**src/hw/rtl/looper_channel_sequencer_defines.svh**
```systemverilog
// assertion macros for the looper channel sequencer
// used by looper_channel_sequencer.sv; needs a clk and arst_n in scope
`ifndef LOOPER_CHANNEL_SEQUENCER_DEFINES_SVH
`define LOOPER_CHANNEL_SEQUENCER_DEFINES_SVH

// same-cycle implication, checked out of reset
`define LCS_ASSERT_NOW(label, ante, cons, msg) \
	label: assert property (@(posedge clk) disable iff (!arst_n) (ante) |-> (cons)) \
		else $error(msg);

// next-cycle implication, checked out of reset
`define LCS_ASSERT_NEXT(label, ante, cons, msg) \
	label: assert property (@(posedge clk) disable iff (!arst_n) (ante) |=> (cons)) \
		else $error(msg);

`endif

```
**src/hw/rtl/lcs_pkg.sv**
```systemverilog
// shared types, codes and constants of the looper channel sequencer
// no dependencies
`default_nettype none

package lcs_pkg;

	localparam int LCS_CHANNELS = 16;

	// midi constants
	localparam logic [1:0] CMD_CONTROL = 2'd1;
	localparam logic [1:0] CMD_NOTE    = 2'd2;
	localparam logic [4:0] MIDI_CH_CTRL = 5'd16;
	localparam logic [6:0] CC_SUSTAIN   = 7'd64;
	localparam logic [6:0] NOTE_RESET   = 7'd127;
	localparam logic [6:0] NOTE_LOW     = 7'd60;
	localparam logic [6:0] NOTE_HIGH    = 7'd72;
	// zero-based channels with special restart modes
	localparam int HALF_CH    = 7;
	localparam int REVERSE_CH = 8;

	typedef enum logic [2:0] {
		ACT_STOP     = 3'd0,
		ACT_PLAY     = 3'd1,
		ACT_HALF     = 3'd2,
		ACT_REVERSE  = 3'd3,
		ACT_RECORD   = 3'd4,
		ACT_SELECT_A = 3'd5
	} action_t;

	// microprogram step addresses
	typedef enum logic [2:0] {
		STEP_IDLE  = 3'd0,
		STEP_RSCAN = 3'd1,
		STEP_CLEAR = 3'd2,
		STEP_STOP  = 3'd3,
		STEP_PLAY  = 3'd4,
		STEP_REC   = 3'd5,
		STEP_SEL   = 3'd6
	} step_t;

	typedef enum logic [1:0] {
		EMIT_NONE,
		EMIT_MASK,
		EMIT_MASK_OTHER,
		EMIT_ALWAYS
	} emit_t;

	typedef enum logic [1:0] {
		ASEL_STOP,
		ASEL_PLAY,
		ASEL_RECORD,
		ASEL_SELECT
	} asel_t;

	typedef enum logic [1:0] {
		BR_NEXT,
		BR_LOOP,
		BR_DISPATCH
	} branch_t;

	typedef enum logic [1:0] {
		OP_NONE,
		OP_CLEAR,
		OP_SET_ACTIVE
	} op_t;

	typedef struct packed {
		emit_t   emit;
		asel_t   asel;
		logic    inc_j;
		logic    last;
		branch_t br;
		step_t   tgt_more;
		step_t   tgt_done;
		op_t     op;
	} ctrl_word_t;

endpackage

`default_nettype wire

```
**src/hw/rtl/lcs_ucode_rom.sv**
```systemverilog
// control store of the looper channel sequencer: one control word per step
// depends on lcs_pkg
`default_nettype none

module lcs_ucode_rom
	import lcs_pkg::*;
(
	input  step_t      step,
	output ctrl_word_t word
);

	// emit, action, inc_j, last, branch, target while scanning, target when done, op
	always_comb begin
		unique case (step)
			STEP_IDLE: begin
				word = '{EMIT_NONE, ASEL_STOP, 1'b0, 1'b0, BR_DISPATCH,
					STEP_IDLE, STEP_IDLE, OP_NONE};
			end
			STEP_RSCAN: begin
				word = '{EMIT_MASK, ASEL_STOP, 1'b1, 1'b0, BR_LOOP,
					STEP_RSCAN, STEP_CLEAR, OP_NONE};
			end
			STEP_CLEAR: begin
				word = '{EMIT_NONE, ASEL_STOP, 1'b0, 1'b0, BR_NEXT,
					STEP_REC, STEP_REC, OP_CLEAR};
			end
			STEP_STOP: begin
				word = '{EMIT_MASK_OTHER, ASEL_STOP, 1'b0, 1'b0, BR_NEXT,
					STEP_PLAY, STEP_PLAY, OP_NONE};
			end
			STEP_PLAY: begin
				word = '{EMIT_MASK_OTHER, ASEL_PLAY, 1'b1, 1'b0, BR_LOOP,
					STEP_STOP, STEP_REC, OP_NONE};
			end
			STEP_REC: begin
				word = '{EMIT_ALWAYS, ASEL_RECORD, 1'b0, 1'b0, BR_NEXT,
					STEP_SEL, STEP_SEL, OP_SET_ACTIVE};
			end
			STEP_SEL: begin
				word = '{EMIT_ALWAYS, ASEL_SELECT, 1'b0, 1'b1, BR_NEXT,
					STEP_IDLE, STEP_IDLE, OP_NONE};
			end
			default: begin
				word = '{EMIT_NONE, ASEL_STOP, 1'b0, 1'b0, BR_NEXT,
					STEP_IDLE, STEP_IDLE, OP_NONE};
			end
		endcase
	end

endmodule

`default_nettype wire

```
**src/hw/rtl/looper_channel_sequencer.sv**
```systemverilog
// looper channel sequencer top level: step counter, datapath and output register
// depends on lcs_pkg, lcs_ucode_rom and looper_channel_sequencer_defines.svh
`default_nettype none
`include "looper_channel_sequencer_defines.svh"

// Takes one MIDI event word at a time and emits looper command words. Notes on
// MIDI channel 16 arm a reset (note 127) or pick the pending record channel
// (notes 60 to 71) and emit nothing. A sustain pedal press runs a microprogram
// from a small control store: with a reset armed it scans all CHANNELS
// channels, stopping the looping ones, then clears the looping mask; otherwise
// it steps through each channel with a stop step and a restart step. Both paths
// then record and select A. An output stall holds the microprogram; the output
// register can issue one command word per cycle while the output does not
// stall. The input stalls while the microprogram runs.
module looper_channel_sequencer
	import lcs_pkg::*;
#(
	parameter int CHANNELS = LCS_CHANNELS
) (
	input  wire logic       clk,
	input  wire logic       arst_n,
	input  wire logic       in_valid,
	output logic            in_stall,
	input  wire logic [1:0] command,
	input  wire logic [4:0] midi_channel,
	input  wire logic [6:0] number,
	input  wire logic [6:0] value,
	output logic            out_valid,
	input  wire logic       out_stall,
	output logic [4:0]      loop_channel,
	output logic [2:0]      action,
	output logic            last
);

	localparam int JW = $clog2(CHANNELS);

	step_t              step_q;
	step_t              step_d;
	ctrl_word_t         cw;
	logic [JW-1:0]      j_q;
	logic [CHANNELS-1:0] mask_q;
	logic [3:0]         active_q;
	logic [3:0]         pending_q;
	logic               armed_q;

	logic               out_valid_q;
	logic [4:0]         loop_channel_q;
	action_t            action_q;
	logic               last_q;

	logic               in_acc;
	logic               pedal;
	logic               j_last;
	logic               j_hit;
	logic               emit_now;
	logic               out_free;
	logic               advance;
	action_t            act_d;
	logic [3:0]         ch_d;

	lcs_ucode_rom u_rom (
		.step (step_q),
		.word (cw)
	);

	// input decode
	assign in_stall = (step_q != STEP_IDLE);
	assign in_acc   = in_valid && !in_stall;
	assign pedal    = (command == CMD_CONTROL) && (number == CC_SUSTAIN) && (value != 7'd0);

	// scan datapath conditions
	assign j_last = (j_q == JW'(CHANNELS - 1));
	assign j_hit  = mask_q[j_q];
	assign out_free = !out_valid_q || !out_stall;

	always_comb begin
		case (cw.emit)
			EMIT_MASK:       emit_now = j_hit;
			EMIT_MASK_OTHER: emit_now = j_hit && ({{(4 - JW){1'b0}}, j_q} != active_q);
			EMIT_ALWAYS:     emit_now = 1'b1;
			default:         emit_now = 1'b0;
		endcase
	end

	assign advance = !(emit_now && !out_free);

	// action and channel of the emitted word
	always_comb begin
		ch_d = {{(4 - JW){1'b0}}, j_q};
		case (cw.asel)
			ASEL_PLAY: begin
				if (j_q == JW'(HALF_CH))
					act_d = ACT_HALF;
				else if (j_q == JW'(REVERSE_CH))
					act_d = ACT_REVERSE;
				else
					act_d = ACT_PLAY;
			end
			ASEL_RECORD: begin
				act_d = ACT_RECORD;
				ch_d  = active_q;
			end
			ASEL_SELECT: begin
				act_d = ACT_SELECT_A;
				ch_d  = active_q;
			end
			default: act_d = ACT_STOP;
		endcase
	end

	// next step from the branch field
	always_comb begin
		step_d = step_q;
		unique case (cw.br)
			BR_NEXT: begin
				if (advance)
					step_d = cw.tgt_done;
			end
			BR_LOOP: begin
				if (advance)
					step_d = j_last ? cw.tgt_done : cw.tgt_more;
			end
			BR_DISPATCH: begin
				if (in_acc && pedal)
					step_d = armed_q ? STEP_RSCAN : STEP_STOP;
			end
			default: step_d = STEP_IDLE;
		endcase
	end

	// step counter
	always_ff @(posedge clk or negedge arst_n) begin
		if (!arst_n)
			step_q <= STEP_IDLE;
		else
			step_q <= step_d;
	end

	// channel index, looping mask and event state
	always_ff @(posedge clk or negedge arst_n) begin
		if (!arst_n) begin
			j_q       <= '0;
			mask_q    <= '0;
			active_q  <= '0;
			pending_q <= '0;
			armed_q   <= 1'b0;
		end else begin
			if (advance && cw.inc_j)
				j_q <= j_last ? '0 : j_q + JW'(1);
			if (advance && (cw.op == OP_CLEAR)) begin
				mask_q  <= '0;
				armed_q <= 1'b0;
			end
			if (advance && (cw.op == OP_SET_ACTIVE))
				mask_q <= mask_q | (CHANNELS'(1) << active_q);
			if (in_acc && pedal)
				active_q <= pending_q;
			if (in_acc && (command == CMD_NOTE) && (midi_channel == MIDI_CH_CTRL)) begin
				if (number == NOTE_RESET)
					armed_q <= 1'b1;
				else if ((number >= NOTE_LOW) && (number < NOTE_HIGH))
					pending_q <= 4'(number - NOTE_LOW);
			end
		end
	end

	// output valid
	always_ff @(posedge clk or negedge arst_n) begin
		if (!arst_n)
			out_valid_q <= 1'b0;
		else if (emit_now && out_free)
			out_valid_q <= 1'b1;
		else if (!out_stall)
			out_valid_q <= 1'b0;
	end

	// output word
	always_ff @(posedge clk) begin
		if (emit_now && out_free) begin
			loop_channel_q <= {1'b0, ch_d} + 5'd1;
			action_q       <= act_d;
			last_q         <= cw.last;
		end
	end

	assign out_valid    = out_valid_q;
	assign loop_channel = loop_channel_q;
	assign action       = action_q;
	assign last         = last_q;

	// checks
	`LCS_ASSERT_NOW(a_last_is_select, out_valid_q && last_q, action_q == ACT_SELECT_A,
		"final word of an event is not select A")
	`LCS_ASSERT_NEXT(a_pedal_starts, in_acc && pedal, step_q != STEP_IDLE,
		"pedal press did not start the microprogram")
	`LCS_ASSERT_NOW(a_record_marks, out_valid_q && (action_q == ACT_RECORD),
		((mask_q >> active_q) & CHANNELS'(1)) != '0,
		"recorded channel not marked as looping")
	`LCS_ASSERT_NEXT(a_clear_empties, (step_q == STEP_CLEAR), (mask_q == '0) && !armed_q,
		"reset pass left channels looping")

endmodule

`default_nettype wire
```
**config.mk**
```make
export PLATFORM = sky130hd
export DESIGN_NAME = looper_channel_sequencer
export DESIGN_NICKNAME = d
export VERILOG_FILES = /design/src/hw/rtl/lcs_pkg.sv /design/src/hw/rtl/lcs_ucode_rom.sv /design/src/hw/rtl/looper_channel_sequencer.sv
export VERILOG_INCLUDE_DIRS = /design/src /design/src/hw/rtl
export SDC_FILE = /design/constraint.sdc
export NUM_CORES = 1
export LEC_CHECK = 0
export ABC_AREA = 1
export BUFFER_PORTS_ARGS = -buffer_cell sky130_fd_sc_hd__clkbuf_2
export CAP_MARGIN = 15
export CORE_MARGIN = 1.5
export CORE_UTILIZATION = 48
export DETAILED_ROUTE_END_ITERATION = 10
export MAX_ROUTING_LAYER = met4
export PLACE_DENSITY_LB_ADDON = 0.08
export SYNTH_ARGS = -nofsm -noshare
export SYNTH_HDL_FRONTEND = slang
export SYNTH_HIERARCHICAL = 1
export SYNTH_SLANG_ARGS = --single-unit
```
**constraint.sdc**
```tcl
create_clock -name clk -period 2.2 [get_ports clk]
set_input_delay 0.33 -clock clk [delete_from_list [all_inputs] [get_ports clk]]
set_output_delay 0.33 -clock clk [all_outputs]
set_load 0.05 [all_outputs]
```
Word-level counts from Yosys, hierarchy flattened
Index checks and enable logic that the tools add are counted.
- equal/unequal tests: 29
- $lt $le $gt $ge: 3
- muxes and demuxes: 22
- reduce and logical (&&, ||, !) cells: 27
- bitwise operators: 2
- shifts and indexed selects: 1
- add/subtract/negate cells: 3
- operators with widths (operator ; number):
    $pmux W16 S7 ; 1
    $mux W16 ; 2
    $pmux W3 S3 ; 2
    $or A16 B16 Y16 ; 1
    $shl A1 B4 Y16 const A ; 1
    $eq A2 B2 Y1 const B ; 7
    $eq A7 B7 Y1 const B ; 2
    $logic_and A1 B1 Y1 ; 13
    $mux W3 ; 4
    $eq A2 B1 Y1 const B ; 5
    $eq A3 B3 Y1 const B ; 3
    $eq A4 B4 Y1 const B ; 2
    $mux W4 ; 2
    $ge A7 B6 Y1 const B ; 1
    $lt A7 B7 Y1 const B ; 1
    $reduce_bool A7 Y1 ; 1
    $eq A3 B2 Y1 const B ; 2
    $mux W1 ; 6
    $mux W2 ; 3
    $ne A2 B2 Y1 const B ; 3
    $reduce_and A3 Y1 ; 2
    $add A4 B1 Y5 const B ; 1
    $eq A5 B5 Y1 const B ; 1
    $logic_not A1 Y1 ; 5
    16 further kinds ; 16
- output and inout port bits: 11
- flip-flop bits (word level): 42
- bits of input ports: 25

Depth between registers and ports, before layout
- word-level depth: 10
- gate-level depth with buffers: 15

Cells and area by module
Netlist, hierarchy kept.
- by module, submodules not included (module ; area each (µm²) ; times used ; cells an instance):
    looper_channel_sequencer ; 2531.2 ; 1 ; 333
    lcs_ucode_rom ; 158.9 ; 1 ; 30

Worst setup path before layout
Ideal clock, no wire load.
- path type: reg-to-reg
- from: register step_q[1]
- to: register action_q[0] (netlist: action[0]), enable pin
- cell stages (with the launch flop): 9
- period minus slack after synthesis: 1.964 ns
- setup time: 0.378 ns
- data required time: 1.822 ns
- data arrival time: 1.586 ns
- path slack: 0.236 ns
- path buffers: 0
- cells stage by stage: dfrtp_1 inv_2 nand2_4 nand3_2 nand2_1 inv_1 a31oi_1 nand2_2 a21oi_1
- RTL lines (element ; RTL line ; source):
    start: declaration ; looper_channel_sequencer.sv:37 ; step_t step_q;
    start signal: assignment ; looper_channel_sequencer.sv:136 ; step_q <= step_d;
    end signal: assignment ; looper_channel_sequencer.sv:181 ; action_q <= act_d;
    end: declaration ; looper_channel_sequencer.sv:48 ; action_t action_q;

Worst setup path in the final report
- from: register j_q[0]
- to: register j_q[0]
- cells in the longest elaborated chain, start to end: 7
- elaborated cells between the ends (all ways): 11
- those cells by class: add/sub: 1; eq/ne: 2; mux: 4; reduce/logical: 4
- ends and longest elaborated chain (element ; RTL line ; source):
    start: declaration ; looper_channel_sequencer.sv:40 ; logic [JW-1:0] j_q;
    start signal: assignment ; looper_channel_sequencer.sv:149 ; j_q <= j_last ? '0 : j_q + JW'(1);
    $bmux W1 S4 ; looper_channel_sequencer.sv:73 ; assign j_hit = mask_q[j_q];
    $mux W1 (implied by the code) ; looper_channel_sequencer.sv:73 ;
    $logic_and A1 B1 Y1 ; looper_channel_sequencer.sv:79 ; EMIT_MASK_OTHER: emit_now = j_hit && ({{(4 - JW){1'b0}}, j_q} != active_q);
    $pmux W1 S3 ; looper_channel_sequencer.sv:77 ; case (cw.emit)
    $logic_and A1 B1 Y1 ; looper_channel_sequencer.sv:85 ; assign advance = !(emit_now && !out_free);
    $logic_not A1 Y1 ; looper_channel_sequencer.sv:85 ;
    $logic_and A1 B1 Y1 ; looper_channel_sequencer.sv:148 ; if (advance && cw.inc_j)
Several ways; a longest one is shown, not always the timed one. The select of a mux whose other input is x is not followed.
A chain may end at the register's enable or synchronous reset.

==> summary.md <==
• **portion of total power attributed to the clock network** 0.139
• **Critical Path Max Stage Delay** 0.51 ns
• **GR Util met2** 0.3374
• **asr flop ratio synth** 0.7857
• **worst slack at placement** 0.1175 ns
• **vertical extent of the die** 77.86 um
• **worst relative slew slack** 0.4520
• **hold-fix buffer count after cts** 0
• **Internal Pwr Total** 1.838 mW
• **CP Class** flip-flop to flip-flop
• **Post-synth EDFFs** 9
• **number of nets in the synthesized netlist** 394
• **total negative setup slack** 0 ns
• **flops & latches, synth** 42
• **adder-cell share of the synthesized area** 0.02791
• **register-to-register path setup slack** 0.18 ns
• **final critical-path required period** 2.017 ns
• **final worst clock skew** 0.007953 ns
• **area delta synth->final** 12.28%
• **Max Clk Rate** 495.9 MHz
• **portion of the post-synthesis area used by sequential elements** 0.4074
• **DIE AREA** 6062 um2
• **origin of the critical flop-to-flop path** j_q[0]$_DFFE_PN0P_
• **CP Data Required Time** 2.38 ns
• **grt peak-use layer** met2
• **Peak supply drop** 0.9620 mV
• **Hold Vio Cnt, Final** 0
• **Std-Cell Rows** 27
• **global-route wire length before repair** 9798 um
• **DRT iter0 DRCs** 190
• **buffer cell driving the clock tree root** sky130_fd_sc_hd__clkbuf_8
• **# nets final** 428
• **Die X-Extent** 77.86 um
• **Pre-antenna DRT Iters** 4
• **DRT Wirelength** 5808 um
• **post-route standard cell area excluding fillers** 3020 um2
• **mapped cell area** 2690 um2
• **Setup violations, final** 0
• **compound-cell area share of the yosys netlist** 0.08093
• **pwr/cell area** 1224 nW/um2
• **most used cell along the critical path** sky130_fd_sc_hd__nand2_1
• **most area-hungry cell type in the Yosys netlist** sky130_fd_sc_hd__dfrtp_1
• **total vias in the final route** 2371
• **library cell contributing the largest single delay on the critical path** sky130_fd_sc_hd__dfrtp_2
• **vias in the first global route** 2187
• **initial antenna violation count** 0
• **data arrival time of the worst path** 2.19 ns
• **synthesized netlist cell count** 363
• **sequential cell fraction of total power** 0.322
• **average size of a mapped cell** 7.411 um2
• **maximum number of pins on one net before global-route repair** 34
• **run status** finished clean
• **Placeable Area** 5473 um2
• **sum of net half-perimeters after detailed placement** 4332 um
• **GRT met3 Usage** 0.04118
• **fraction of power spent switching nets** 0.5031
• **sort of element at the start of the critical path** flip-flop
• **final slew viol count** 0
• **Initial Util** 0.4915
• **Final Hold Slack** 0.1079 ns
• **Skew-Pair Late Insertion Delay** 0.30 ns
• **instance area at placement** 2912 um2
• **Congestion Overflow GR** 0
• **fillers** 540
• **top cells by area in the synthesized netlist** sky130_fd_sc_hd__dfrtp_1, sky130_fd_sc_hd__nand2_1, sky130_fd_sc_hd__edfxtp_1
• **global-route total usage across every layer** 0.2114
• **Top Ports** 36
• **combinational cell fraction of total power** 0.539
• **area share of xor/xnor cells in the synthesized design** 0.02605
• **multiplexer share of the synthesized area** 0.01674
• **Tightest Hold Check Type** primary input to async pin
• **number of cells on the worst reg-to-reg path** 14
• **transition time at the pin with the least slew margin** 0.8220 ns
• **number of warnings issued by yosys** 6
• **number of clock buffers inserted by TritonCTS** 5
• **Post-Synth Simple-Gate Area** 0.3353
• **RSZ-0062 raised after global routing** false
• **Max Cap Violations** 0
• **count of cell types in the netlist** 34
• **clock sinks** 42
• **H-tree depth** 2
• **reported net switching power** 1.860 mW
• **number of port buffers** 35
• **total power** 3.698 mW
• **Inserted Diodes** 0
• **Leakage** 1.567 nW
• **Final WS setup** 0.1833 ns
• **flip-flop cell with the highest count after synthesis** sky130_fd_sc_hd__dfrtp_1
• **detailed-route wire length per cell** 12.36 um
• **global placement routability congestion** 0.9038
• **drt via density** 5.045
• **layout cells sized above 1** 0.1985
• **worst r2r dst** j_q[0]$_DFFE_PN0P_
• **crit path capture type** flip-flop
• **Max Fanout on Critical Path** 20
• **total DRC errors in the routed layout** 0
• **share of the synthesized area in the top cell type** 0.3070
• **global routing met1 resource utilization** 0.2613
• **CTS tree** yes
• **clock slew at the register clock pins of the worst setup and hold paths** 0.08 ns
• **largest family of logic cells by synthesized area** simple AND/OR/NAND/NOR gates
• **post-route ant nets** 0
• **share of the clock period used by the worst path after layout** 0.9167
• **CP Cell Sequence** inv_2, nand2_1, nand3_1, nand2_1, nand2_1, nand2_1, nor2_2, nand2_1, nand2_2, nand2_4, nand2_8, nand2_1, nand2_1, o21ai_0
• **Clock Path Buffers** 2
[synthesized netlist by cell type (3+ instances only)]
master                      n
sky130_fd_sc_hd__nor3_1     5
sky130_fd_sc_hd__nand3_1   44
sky130_fd_sc_hd__xor2_1     4
sky130_fd_sc_hd__xnor2_1    4
sky130_fd_sc_hd__nand2_2   12
sky130_fd_sc_hd__ha_1       6
sky130_fd_sc_hd__clkbuf_1   7
sky130_fd_sc_hd__mux2_2     4
sky130_fd_sc_hd__dfrtp_1   33
sky130_fd_sc_hd__nor2_1    20
sky130_fd_sc_hd__nand2_1   99
sky130_fd_sc_hd__o21ai_0   33
sky130_fd_sc_hd__inv_2      4
sky130_fd_sc_hd__nand3_2    3
sky130_fd_sc_hd__edfxtp_1   9
sky130_fd_sc_hd__buf_4      3
sky130_fd_sc_hd__inv_1     50
[state kept, by name (all words and copies together) (netlist names)]
register / flops
j_q: 4
loop_channel: 5
armed_q: 1
action: 3
active_q: 4
out_valid: 1
pending_q: 4
mask_q: 16
step_q: 3
last: 1
[cells by family after synthesis]
kind of cell             Yosys count
multiplexers                       4
AO/OA/AOI/OAI                     41
flip-flops                        42
AND/OR/NAND/NOR                  194
XOR/XNOR                           8
buffers and inverters             68
adder cells (fa/ha/maj)            6
[worst max-delay path, delay by kind of cell, from the launching register on]
family          cells  cell delay, ns
compound gates      1            0.08
buf+inv             1            0.18
flops               1            0.51
simple gates       12            1.11
[per-stage QoR]
step                  util  cells
floorplan                -    363
CTS                 0.5485    469
global placement    0.5320    461
global route        0.5519    470
finish              0.5519    470
detailed placement  0.5320    461
[power groups by stage]
stage | registers [mW] | clock network [mW] | logic [mW]
after floorplan | 1.48 | 0 | 1.33
after global placement | 1.20 | 0 | 1.94
after detailed placement | 1.20 | 0 | 1.96
after CTS | 1.19 | 0.531 | 1.97
after global routing | 1.22 | 0.563 | 2.21
final | 1.19 | 0.513 | 1.99
[per-layer routing]
layer / routed length (um) / up-vias
met1: 2657 / 1056
met2: 2737 / 76
li1: - / 1226
met4: 114 / 0
met3: 299 / 13
met5: 0 / -
[how the worst max path moves through the flow]
stage / startpoint / end / slack, ns / cells after the start
4_1_cts: j_q[0]$_DFFE_PN0P_ / mask_q[1]$_DFFE_PN0P_ / 0.08 / 14
2_1_floorplan: step_q[1]$_DFFE_PN0P_ / action[0]$_DFFE_PP_ / 0.24 / 8
5_1_grt: j_q[0]$_DFFE_PN0P_ / j_q[2]$_DFFE_PN0P_ / 0.02 / 13
3_3_place_gp: j_q[0]$_DFFE_PN0P_ / armed_q$_DFF_PN0_ / 0.17 / 14
6_report: j_q[0]$_DFFE_PN0P_ / j_q[0]$_DFFE_PN0P_ / 0.18 / 14
3_5_place_dp: j_q[0]$_DFFE_PN0P_ / mask_q[1]$_DFFE_PN0P_ / 0.12 / 14
[layout by cell type (no fill, tap or decap)]
| master | netlist | routed |
|---|---|---|
| sky130_fd_sc_hd__dfrtp_1 | 33 | 32 |
| sky130_fd_sc_hd__nor2_2 | 2 | 2 |
| sky130_fd_sc_hd__nand3_1 | 44 | 44 |
| sky130_fd_sc_hd__ha_1 | 6 | 6 |
| sky130_fd_sc_hd__inv_1 | 50 | 50 |
| sky130_fd_sc_hd__a21oi_1 | 1 | 1 |
| sky130_fd_sc_hd__a211oi_1 | 1 | 1 |
| sky130_fd_sc_hd__nand3b_1 | 1 | 1 |
| sky130_fd_sc_hd__o31ai_1 | 1 | 1 |
| sky130_fd_sc_hd__nand2_4 | 2 | 2 |
| sky130_fd_sc_hd__inv_2 | 4 | 4 |
| sky130_fd_sc_hd__edfxtp_1 | 9 | 9 |
| sky130_fd_sc_hd__nand2_2 | 12 | 12 |
| sky130_fd_sc_hd__mux2_2 | 4 | 4 |
| sky130_fd_sc_hd__dfrtp_2 | 0 | 1 |
| sky130_fd_sc_hd__buf_4 | 3 | 5 |
| sky130_fd_sc_hd__xor2_1 | 4 | 4 |
| sky130_fd_sc_hd__nand2_1 | 99 | 99 |
| sky130_fd_sc_hd__a22oi_1 | 1 | 1 |
| sky130_fd_sc_hd__nor4_1 | 2 | 2 |
| sky130_fd_sc_hd__nor3_1 | 5 | 5 |
| sky130_fd_sc_hd__nand3_4 | 1 | 2 |
| sky130_fd_sc_hd__nand3_2 | 3 | 3 |
| sky130_fd_sc_hd__xnor2_1 | 4 | 4 |
| sky130_fd_sc_hd__nor2_1 | 20 | 20 |
| sky130_fd_sc_hd__clkbuf_8 | 0 | 5 |
| sky130_fd_sc_hd__o311ai_0 | 1 | 1 |
| sky130_fd_sc_hd__clkbuf_2 | 1 | 35 |
| sky130_fd_sc_hd__nand2_8 | 1 | 1 |
| sky130_fd_sc_hd__clkinv_2 | 0 | 1 |
| sky130_fd_sc_hd__a31oi_1 | 1 | 1 |
| sky130_fd_sc_hd__clkinv_4 | 0 | 1 |
| sky130_fd_sc_hd__o21ai_1 | 2 | 2 |
| sky130_fd_sc_hd__nand4_1 | 2 | 2 |
| sky130_fd_sc_hd__clkinvlp_4 | 0 | 1 |
| sky130_fd_sc_hd__o21ai_0 | 33 | 33 |
[cell type report]
cell class              count  area, um2  share of cell area
clock inverters             3      21.27            0.007042
well taps                  72      90.09             0.02983
multi-input cells         254       1328              0.4395
flip-flops and latches     42       1097              0.3633
inverters                  54      202.7             0.06711
clock buffers               5      68.82             0.02278
repair buffers             40      212.7             0.07042
[timing repair]
item | CTS | global route
gates resized for setup | 0 | 2
setup buffers | 0 | 0
setup endpoints to repair | 0 | 30
No activity file was read; power rests on OpenSTA's default activity.
